==> src/sv/lsoi_pkg.sv <==
package lsoi_pkg;

    // fixed widths of the input item fields
    localparam int DATA_BITS  = 64;
    localparam int VALID_BITS = 4;

    localparam logic [7:0] CHAR_LF = 8'h0A;
    localparam logic [7:0] CHAR_CR = 8'h0D;

    // one-bit scanner state carried between items
    typedef struct packed {
        logic cr_pending;
        logic first_sent;
        logic saturated;
    } lsoi_flags_t;

endpackage

==> src/sv/lsoi_scan.sv <==
module lsoi_scan #(
    parameter int BYTES_PER_ITEM = 8
) (
    input  logic [lsoi_pkg::DATA_BITS-1:0]              data,
    input  logic [lsoi_pkg::VALID_BITS-1:0]             valid_bytes,
    input  logic                                        cr_pending_in,
    output logic [$clog2(BYTES_PER_ITEM+1)-1:0]         byte_count,
    output logic [BYTES_PER_ITEM-1:0]                   emit_mask,
    output logic [BYTES_PER_ITEM-1:0]                   lf_mask,
    output logic                                        cr_after
);
    import lsoi_pkg::*;

    localparam int CNT_W      = $clog2(BYTES_PER_ITEM + 1);
    localparam int EXT_BYTES  = (BYTES_PER_ITEM > DATA_BITS / 8) ? BYTES_PER_ITEM
                                                                 : DATA_BITS / 8;

    logic [8*EXT_BYTES-1:0] data_ext;
    logic [7:0]             cur_byte;
    logic                   prev_cr;
    logic                   is_lf;

    // bytes past the data word read as zero
    assign data_ext = (8*EXT_BYTES)'(data);

    // clamp the count to the item width
    always_comb
    begin
        if (int'(valid_bytes) > BYTES_PER_ITEM)
        begin
            byte_count = CNT_W'(BYTES_PER_ITEM);
        end
        else
        begin
            byte_count = CNT_W'(valid_bytes);
        end
    end

    // a byte is marked when it is LF (the line starts after it), or when it follows a
    // CR that it does not complete as CR LF (the line starts at it)
    always_comb
    begin
        prev_cr   = cr_pending_in;
        cr_after  = cr_pending_in;
        emit_mask = '0;
        lf_mask   = '0;
        cur_byte  = '0;
        is_lf     = 1'b0;
        for (int j = 0; j < BYTES_PER_ITEM; j++)
        begin
            if (j < int'(byte_count))
            begin
                cur_byte     = data_ext[8*j +: 8];
                is_lf        = (cur_byte == CHAR_LF);
                emit_mask[j] = is_lf || prev_cr;
                lf_mask[j]   = is_lf;
                prev_cr      = (cur_byte == CHAR_CR);
                cr_after     = prev_cr;
            end
        end
    end

endmodule

==> src/sv/line_start_offset_indexer.sv <==
// Line start offset indexer. Text arrives BYTES_PER_ITEM bytes per item, lowest
// address first, with a count of valid bytes and an end-of-buffer flag; the block
// returns the byte offset of every line start, beginning with 0. LF, a lone CR and
// CR LF each end a line, and the offset given is the one just after the break; a
// CR in the last byte of an item waits for the next byte or for the end flag. The
// position counter saturates at all ones and the overflow flag stays set until the
// end of the buffer. Each offset comes with last_of_run high on the final offset
// caused by its item. The path is three registers deep: an input register, an
// event register that holds the line starts found in one item, and a result
// register; an item's offsets pass from the input register through the event
// register to the result register. Items causing zero or one line start stream
// at one per cycle while out_ready is high; an item causing k line starts (at
// most BYTES_PER_ITEM + 1) stays in the event register while the result
// register sends one offset per cycle whenever out_ready allows.
module line_start_offset_indexer #(
    parameter int BYTES_PER_ITEM = 8,
    parameter int OFFSET_BITS    = 32
) (
    input  logic                              clk,
    input  logic                              rst_n,
    // input item channel
    input  logic                              in_valid,
    output logic                              in_ready,
    input  logic [lsoi_pkg::DATA_BITS-1:0]    data,
    input  logic [lsoi_pkg::VALID_BITS-1:0]   valid_bytes,
    input  logic                              end_of_buffer,
    // result channel
    output logic                              out_valid,
    input  logic                              out_ready,
    output logic [OFFSET_BITS-1:0]            line_offset,
    output logic                              last_of_run,
    output logic                              overflow
);
    import lsoi_pkg::*;

    localparam int CNT_W  = $clog2(BYTES_PER_ITEM + 1);
    // slot 0 is the offset-zero start, slots 1..N the bytes, top slot the end flush
    localparam int SLOT_W = BYTES_PER_ITEM + 2;
    localparam logic [OFFSET_BITS-1:0] MAX_POS = {OFFSET_BITS{1'b1}};

    // input register
    logic                  a_valid_reg;
    logic [DATA_BITS-1:0]  a_data_reg;
    logic [VALID_BITS-1:0] a_valid_bytes_reg;
    logic                  a_eob_reg;

    // scanner state
    logic [OFFSET_BITS-1:0] pos_reg;
    logic [OFFSET_BITS-1:0] pos_next;
    lsoi_flags_t            flags_reg;
    lsoi_flags_t            flags_next;

    // event register: pending line starts of one item
    logic [SLOT_W-1:0]      b_mask_reg;
    logic [SLOT_W-1:0]      b_mask_next;
    logic [SLOT_W-1:0]      b_lf_reg;
    logic [CNT_W-1:0]       b_count_reg;
    logic [OFFSET_BITS-1:0] b_base_reg;
    logic                   b_sat_reg;

    // result register
    logic                   out_valid_reg;
    logic [OFFSET_BITS-1:0] line_offset_reg;
    logic                   last_reg;
    logic                   overflow_reg;

    // scan outputs
    logic [CNT_W-1:0]          byte_count;
    logic [BYTES_PER_ITEM-1:0] emit_mask;
    logic [BYTES_PER_ITEM-1:0] lf_mask;
    logic                      cr_after;

    logic [OFFSET_BITS:0]   adv_sum;
    logic                   flush;
    logic [SLOT_W-1:0]      event_mask;

    logic [SLOT_W-1:0]      sel_hot;
    logic [CNT_W-1:0]       sel_steps;
    logic [SLOT_W-1:0]      remain_mask;
    logic                   sel_last;
    logic [OFFSET_BITS:0]   emit_sum;
    logic [OFFSET_BITS-1:0] emit_offset;
    logic                   emit_ovf;

    logic b_has;
    logic out_load;
    logic b_free;
    logic process_item;
    logic in_take;

    lsoi_scan #(
        .BYTES_PER_ITEM (BYTES_PER_ITEM)
    ) u_lsoi_scan (
        .data          (a_data_reg),
        .valid_bytes   (a_valid_bytes_reg),
        .cr_pending_in (flags_reg.cr_pending),
        .byte_count    (byte_count),
        .emit_mask     (emit_mask),
        .lf_mask       (lf_mask),
        .cr_after      (cr_after)
    );

    // handshake: the event register frees when its last start moves to the result
    assign b_has        = |b_mask_reg;
    assign out_load     = b_has && (!out_valid_reg || out_ready);
    assign b_free       = !b_has || (out_load && sel_last);
    assign process_item = a_valid_reg && b_free;
    assign in_ready     = !a_valid_reg || b_free;
    assign in_take      = in_valid && in_ready;

    // position after this item's bytes, saturating; carry means it went past the top
    assign adv_sum    = {1'b0, pos_reg} + (OFFSET_BITS+1)'(byte_count);
    assign flush      = a_eob_reg && cr_after;
    assign event_mask = {flush, emit_mask, !flags_reg.first_sent};

    // state update; the end flag returns everything to the reset state
    always_comb
    begin
        if (a_eob_reg)
        begin
            pos_next   = '0;
            flags_next = '0;
        end
        else
        begin
            pos_next              = adv_sum[OFFSET_BITS] ? MAX_POS : adv_sum[OFFSET_BITS-1:0];
            flags_next.saturated  = flags_reg.saturated | adv_sum[OFFSET_BITS];
            flags_next.cr_pending = cr_after;
            flags_next.first_sent = 1'b1;
        end
    end

    // pick the lowest pending start and the number of bytes consumed before it
    // (a CR start comes before its byte, an LF start after it)
    always_comb
    begin
        sel_hot   = '0;
        sel_steps = '0;
        for (int s = SLOT_W - 1; s >= 0; s--)
        begin
            if (b_mask_reg[s])
            begin
                sel_hot = SLOT_W'(1) << s;
                if (s == 0)
                begin
                    sel_steps = '0;
                end
                else if (s == SLOT_W - 1)
                begin
                    sel_steps = b_count_reg;
                end
                else
                begin
                    sel_steps = CNT_W'(s - 1 + int'(b_lf_reg[s]));
                end
            end
        end
    end

    assign remain_mask = b_mask_reg & ~sel_hot;
    assign sel_last    = (remain_mask == '0);

    // offset = base + steps with saturation; overflow if base was saturated
    // or the steps ran past the top
    assign emit_sum    = {1'b0, b_base_reg} + (OFFSET_BITS+1)'(sel_steps);
    assign emit_offset = emit_sum[OFFSET_BITS] ? MAX_POS : emit_sum[OFFSET_BITS-1:0];
    assign emit_ovf    = b_sat_reg | emit_sum[OFFSET_BITS];

    always_comb
    begin
        if (process_item)
        begin
            b_mask_next = event_mask;
        end
        else if (out_load)
        begin
            b_mask_next = remain_mask;
        end
        else
        begin
            b_mask_next = b_mask_reg;
        end
    end

    // control registers
    always_ff @(posedge clk or negedge rst_n)
    begin
        if (!rst_n)
        begin
            a_valid_reg   <= 1'b0;
            pos_reg       <= '0;
            flags_reg     <= '0;
            b_mask_reg    <= '0;
            out_valid_reg <= 1'b0;
        end
        else
        begin
            if (in_take)
            begin
                a_valid_reg <= 1'b1;
            end
            else if (process_item)
            begin
                a_valid_reg <= 1'b0;
            end

            if (process_item)
            begin
                pos_reg   <= pos_next;
                flags_reg <= flags_next;
            end

            b_mask_reg <= b_mask_next;

            if (out_load)
            begin
                out_valid_reg <= 1'b1;
            end
            else if (out_ready)
            begin
                out_valid_reg <= 1'b0;
            end
        end
    end

    // payload registers
    always_ff @(posedge clk)
    begin
        if (in_take)
        begin
            a_data_reg        <= data;
            a_valid_bytes_reg <= valid_bytes;
            a_eob_reg         <= end_of_buffer;
        end
        if (process_item)
        begin
            b_lf_reg    <= {1'b0, lf_mask, 1'b0};
            b_count_reg <= byte_count;
            b_base_reg  <= pos_reg;
            b_sat_reg   <= flags_reg.saturated;
        end
        if (out_load)
        begin
            line_offset_reg <= emit_offset;
            last_reg        <= sel_last;
            overflow_reg    <= emit_ovf;
        end
    end

    assign out_valid   = out_valid_reg;
    assign line_offset = line_offset_reg;
    assign last_of_run = last_reg;
    assign overflow    = overflow_reg;

endmodule

==> config.mk <==
export PLATFORM = sky130hd
export DESIGN_NAME = line_start_offset_indexer
export DESIGN_NICKNAME = d
export VERILOG_FILES = /design/src/sv/lsoi_pkg.sv /design/src/sv/lsoi_scan.sv /design/src/sv/line_start_offset_indexer.sv
export SDC_FILE = /design/constraint.sdc
export NUM_CORES = 1
export LEC_CHECK = 0
export CAP_MARGIN = 10
export CORE_MARGIN = 10
export CORE_UTILIZATION = 33
export DETAILED_ROUTE_END_ITERATION = 7
export DONT_BUFFER_PORTS = 1
export SETUP_SLACK_MARGIN = 0.2
export SLEW_MARGIN = 40
export SYNTH_ARGS = -nofsm -noshare
export SYNTH_HDL_FRONTEND = slang
export SYNTH_HIERARCHICAL = 1
export SYNTH_SLANG_ARGS = --single-unit
==> constraint.sdc <==
create_clock -name clk -period 4.6 [get_ports clk]
set_input_delay 0.46 -clock clk [delete_from_list [all_inputs] [get_ports clk]]
set_output_delay 0.46 -clock clk [all_outputs]
set_load 0.01 [all_outputs]
Word-level counts from Yosys, hierarchy flattened
Cells that the tools add are included.
Word-level totals
  register bits after elaboration: 195
  input port bits: 73
  output and inout port bits: 36
  word-level logic and storage cells: 133
Operators by class
  add/sub/neg operators: 9
  magnitude comparators: 9
  equal/unequal tests: 16
  mux-type cells: 46
  bitwise operators: 4
  reductions and logical operators: 25
Operators with widths (number)
  8-bit by 4-bit == test with 1-bit output, second input constant: 16
  10-bit 2-to-1 mux: 12
  32-bit by 4-bit adder with 33-bit output: 2
  32-bit 2-to-1 mux: 2
  4-bit 2-to-1 mux: 11
  1-bit 2-to-1 mux: 20
  3-bit by 1-bit adder with 4-bit output, first input constant: 4
  3-bit by 4-bit < comparator with 1-bit output, first input constant: 4
  1-bit logical OR: 11
  10-bit AND: 1
  10-bit zero test: 1
  10-bit inverter: 1
  10-bit OR reduction: 1
  1-bit by 4-bit < comparator with 1-bit output, first input constant: 2
  2-bit by 4-bit < comparator with 1-bit output, first input constant: 2
  2-bit by 1-bit adder with 3-bit output, first input constant: 2
  2-bit nonzero test: 3
  1-bit logical AND: 5
  4-bit greater-than comparator, second input constant: 1
  1-bit zero test: 4
  3-bit 2-to-1 mux: 1
  1-bit by 1-bit adder with 2-bit output, first input constant: 1
  1-bit OR: 2

Logic depth before layout (Yosys ltp)
  depth after elaboration: 18
  depth in mapped cells: 16
  mapped depth without buffers: 15

Modules after synthesis
The synthesis kept the hierarchy.
By module, submodules not included
  line_start_offset_indexer: instances 1, cells an instance 638, area each 8267.9 um^2, seq. area each 5620.4 um^2
  lsoi_scan: instances 1, cells an instance 87, area each 555.5 um^2, seq. area each 0.0 um^2

Worst setup path before layout
Ideal clock, no wire load.
  path type: flip-flop to flip-flop
  start: register b_mask_reg[2]
  end: register a_data_reg[0] (enable)
  library setup time: 0.435 ns
  arrival time: 3.590 ns
  setup slack: 0.575 ns
  cell stages (with the launch flop): 9
  clock period less this slack: 4.025 ns
  cell sequence: dfrtp_1 > buf_2 > or4_4 > buf_6 > o31ai_1 > o211ai_1 > o31a_1 > nand2_1 > and2_1
Between the ends
  longest elaborated chain between the ends: 10
  elaborated cells on any way between the ends: 13
  classes of those cells: mux: 3; bitwise: 2; reduce/logical: 8
RTL lines
  start: declaration: RTL line line_start_offset_indexer.sv:54  | logic [SLOT_W-1:0] b_mask_reg;
  start signal: assignment: RTL line line_start_offset_indexer.sv:213  | b_mask_reg <= b_mask_next;
  10-bit 2-to-1 mux (3 in series): RTL line line_start_offset_indexer.sv:141  | if (b_mask_reg[s])
  10-bit inverter: RTL line line_start_offset_indexer.sv:160  | assign remain_mask = b_mask_reg & ~sel_hot;
  10-bit AND: RTL line line_start_offset_indexer.sv:160
  10-bit zero test: RTL line line_start_offset_indexer.sv:161  | assign sel_last = (remain_mask == '0);
  1-bit logical AND: RTL line line_start_offset_indexer.sv:106  | assign b_free = !b_has || (out_load && sel_last);
  1-bit logical OR *: RTL line line_start_offset_indexer.sv:106
  1-bit logical OR *: RTL line line_start_offset_indexer.sv:108  | assign in_ready = !a_valid_reg || b_free;
  via in_ready: RTL line line_start_offset_indexer.sv:23  | output logic in_ready,
  1-bit logical AND *: RTL line line_start_offset_indexer.sv:109  | assign in_take = in_valid && in_ready;
  via in_take: RTL line line_start_offset_indexer.sv:89  | logic in_take;
  end signal: assignment: RTL line line_start_offset_indexer.sv:231  | a_data_reg <= data;
  end: declaration: RTL line line_start_offset_indexer.sv:43  | logic [DATA_BITS-1:0] a_data_reg;
The timed path passes the listed nets; every way through them passes the cells marked *.
A chain may end at the register's enable or synchronous reset.

Final worst setup path
  start: register b_mask_reg[9]
  end: register line_offset_reg[26] (netlist: line_offset[26]) (data pin)
Between the ends
  longest elaborated chain between the ends: 11
RTL lines
  4-bit 2-to-1 mux (10 in series): RTL line line_start_offset_indexer.sv:141
  32-bit by 4-bit adder with 33-bit output: RTL line line_start_offset_indexer.sv:165  | assign emit_sum = {1'b0, b_base_reg} + (OFFSET_BITS+1)'(sel_steps);
  end signal: assignment: RTL line line_start_offset_indexer.sv:244  | line_offset_reg <= emit_offset;
  end: declaration: RTL line line_start_offset_indexer.sv:63  | logic [OFFSET_BITS-1:0] line_offset_reg;
Every way passes these cells.

==> run metrics <==
status completed; CTS tree done; Slew headroom 46.8%; Tot GR Track Use 10.8%; max_cap viols 0; post-DR wirelength/cell 16.9 microns; Root Driver clkbuf_16; DR vias/cell 5.21; Final Slew Violations 0; Worst Tran Pin Value 0.798 ns; final std cells w/o fill 1075; worst hold path type in -> reg; Seq/Total Area, Yosys 63.7%; H-tree depth 4; CP Class reg -> reg; final worst-path cycle share 85.5%; layout cell share with drive strength beyond 1 9.88%; commonest cells after routing, fill and taps aside edfxtp_1 (148), nand2_1 (89), a21oi_1 (59); Power Density 607 nW/um^2; routed vias 5603; # DRC 0; Clock Sinks 195; pre-CTS WS 0.715 ns; Reg clk slew, reported paths 0.08 ns; ANT nets after route 0; global-route wire length before repair 28.9 mm; CTS Hold Buffers Added 2; initial core utilization 33.7%; synthesized instance count 725; worst setup margin 0.666 ns; Req. time, crit path 4.79 ns; Critical Path Start Type flop; Largest register FFs 64; Port Buffers 0; antenna violations before repair 2; DPL Wire Length 12.9 mm; most common cell after layout, fill and taps aside edfxtp_1; final wirelength 18.2 mm; 1st-iter DRT viols 523; NumNets Final 809; ys async rst share 24.1%; Synth Register Bits 195; unrepaired setup endpoints after global routing no; Leakage 3.64 nW; vias in the first global route 5361; largest net degree at the start of global routing 56; clk_skew 0.0157 ns; postcts setup bufs 0; clock period minus final worst setup slack 3.93 ns; clock buffer depth 2; total core area 26200 sq um; Mapped Avg Cell Area 12.2 sq um; setup TNS 0 ns; # setup viols final 0; Die Wd 184 microns; TritonCTS buffer count 17; Congestion Overflow GR 0; die area 33700 sq um; Post-synth EDFFs 148; Total Power 5.99 mW; top_reg_cell synth edfxtp_1; Worst VDD drop 281 uV; Post-Syn Area 8820 sq um; Placed Area 9210 sq um; synthesis-to-layout area growth 11.9%; Arr. time, crit path 4.13 ns; die height 184 microns; GPL Wtd Cong 0.831; syn_nets 808; worst skew pair latency 0.44 ns; drt pass-1 iters 5; Netlist cell types 72; row count 59; dpl cells 1040; fmax 254 MHz; final hold vios 0; crit path max fanout 6; FF-to-FF setup slack 0.67 ns; synth warn 6; Worst setup EP type flop; post-CTS resize count 0; num ports 109; design area 9870 sq um
## power by group
| group | switching (mW) | internal [mW] | total [mW] |
|---|---|---|---|
| sequential | 0.425 | 2.63 | 3.06 |
| clock | 0.741 | 0.786 | 1.53 |
| combinational | 0.907 | 0.502 | 1.41 |
| total | 2.07 | 3.92 | 5.99 |
## metal layers
layer,up-vias,global-route usage [%],share of wire (%)
met5,-,0,0.038
met4,2,3.67,0.98
met3,13,3.91,6.9
met2,157,16.1,45
met1,2683,14.2,47
li1,2748,-,-
## logic make-up (layout without fill, tap and decap cells)
family          after synthesis  in the layout  synth area share (%)
xor+xnor                     18             18                  1.79
flops                       195            195                  63.7
fa+ha+maj                    11             11                  1.70
simple gates                266            266                  15.9
other cells                   0              1                     0
compound gates              168            168                  12.3
buf+inv                      53             67                  2.86
mux                          14             14                  1.74
## worst paths after layout
kind / from / endpoint / cells past startpoint
min in group asynchronous: rst_n / a_valid_reg / 2
max reg2reg: b_mask_reg[9] / line_offset[26] / 15
min reg2reg: flags_reg[0] / b_sat_reg / 0
max: b_mask_reg[9] / line_offset[26] / 15
max in group asynchronous: rst_n / pos_reg[21] / 2
min: data[55] / a_data_reg[55] / 0
## cells in the mapped netlist (11+ instances only)
library cell  instances  area, sq um
inv_1                23         86.3
edfxtp_1            148         4440
a21oi_1              59          295
dfrtp_1              47         1180
nor2_1               28          105
nor2b_1              14         87.6
clkbuf_1             17         63.8
nor4_1               15         93.8
and3_1               11         68.8
nand2_1              89          334
nand4_1              12         75.1
o21ai_0              36          180
nand3_1              28          140
xnor2_1              13          114
## per-stage QoR
step           utilization (%)  hold WS [ns]
5_1_grt                   37.7        0.0820
3_5_place_dp              35.1         0.168
6_report                  37.7         0.110
4_1_cts                   37.7        0.0944
2_1_floorplan                -         0.164
3_3_place_gp              35.1         0.168
## critical path: stages, from the launching register on
cell,delay (ns)
dfrtp_1,0.42
nor2b_1,0.31
a211oi_1,0.12
o31ai_1,0.24
a21oi_1,0.10
a2111o_1,0.29
a21oi_1,0.31
ha_1,0.24
inv_1,0.06
fa_1,0.37
nor2b_1,0.13
o21ai_0,0.11
a21oi_1,0.27
and3_1,0.31
nand3_1,0.12
mux2_2,0.28
## cell type report
cell class | count | area, sq um
diodes | 1 | 2.50
clock buffers | 17 | 425
clock inverters | 15 | 193
fillers | 2460 | 16300
inverters | 23 | 86.3
multi-input cells | 477 | 2980
flip-flops and latches | 195 | 5620
well taps | 335 | 419
repair buffers | 12 | 145
Note: power is estimated with default switching activity, not from simulation.
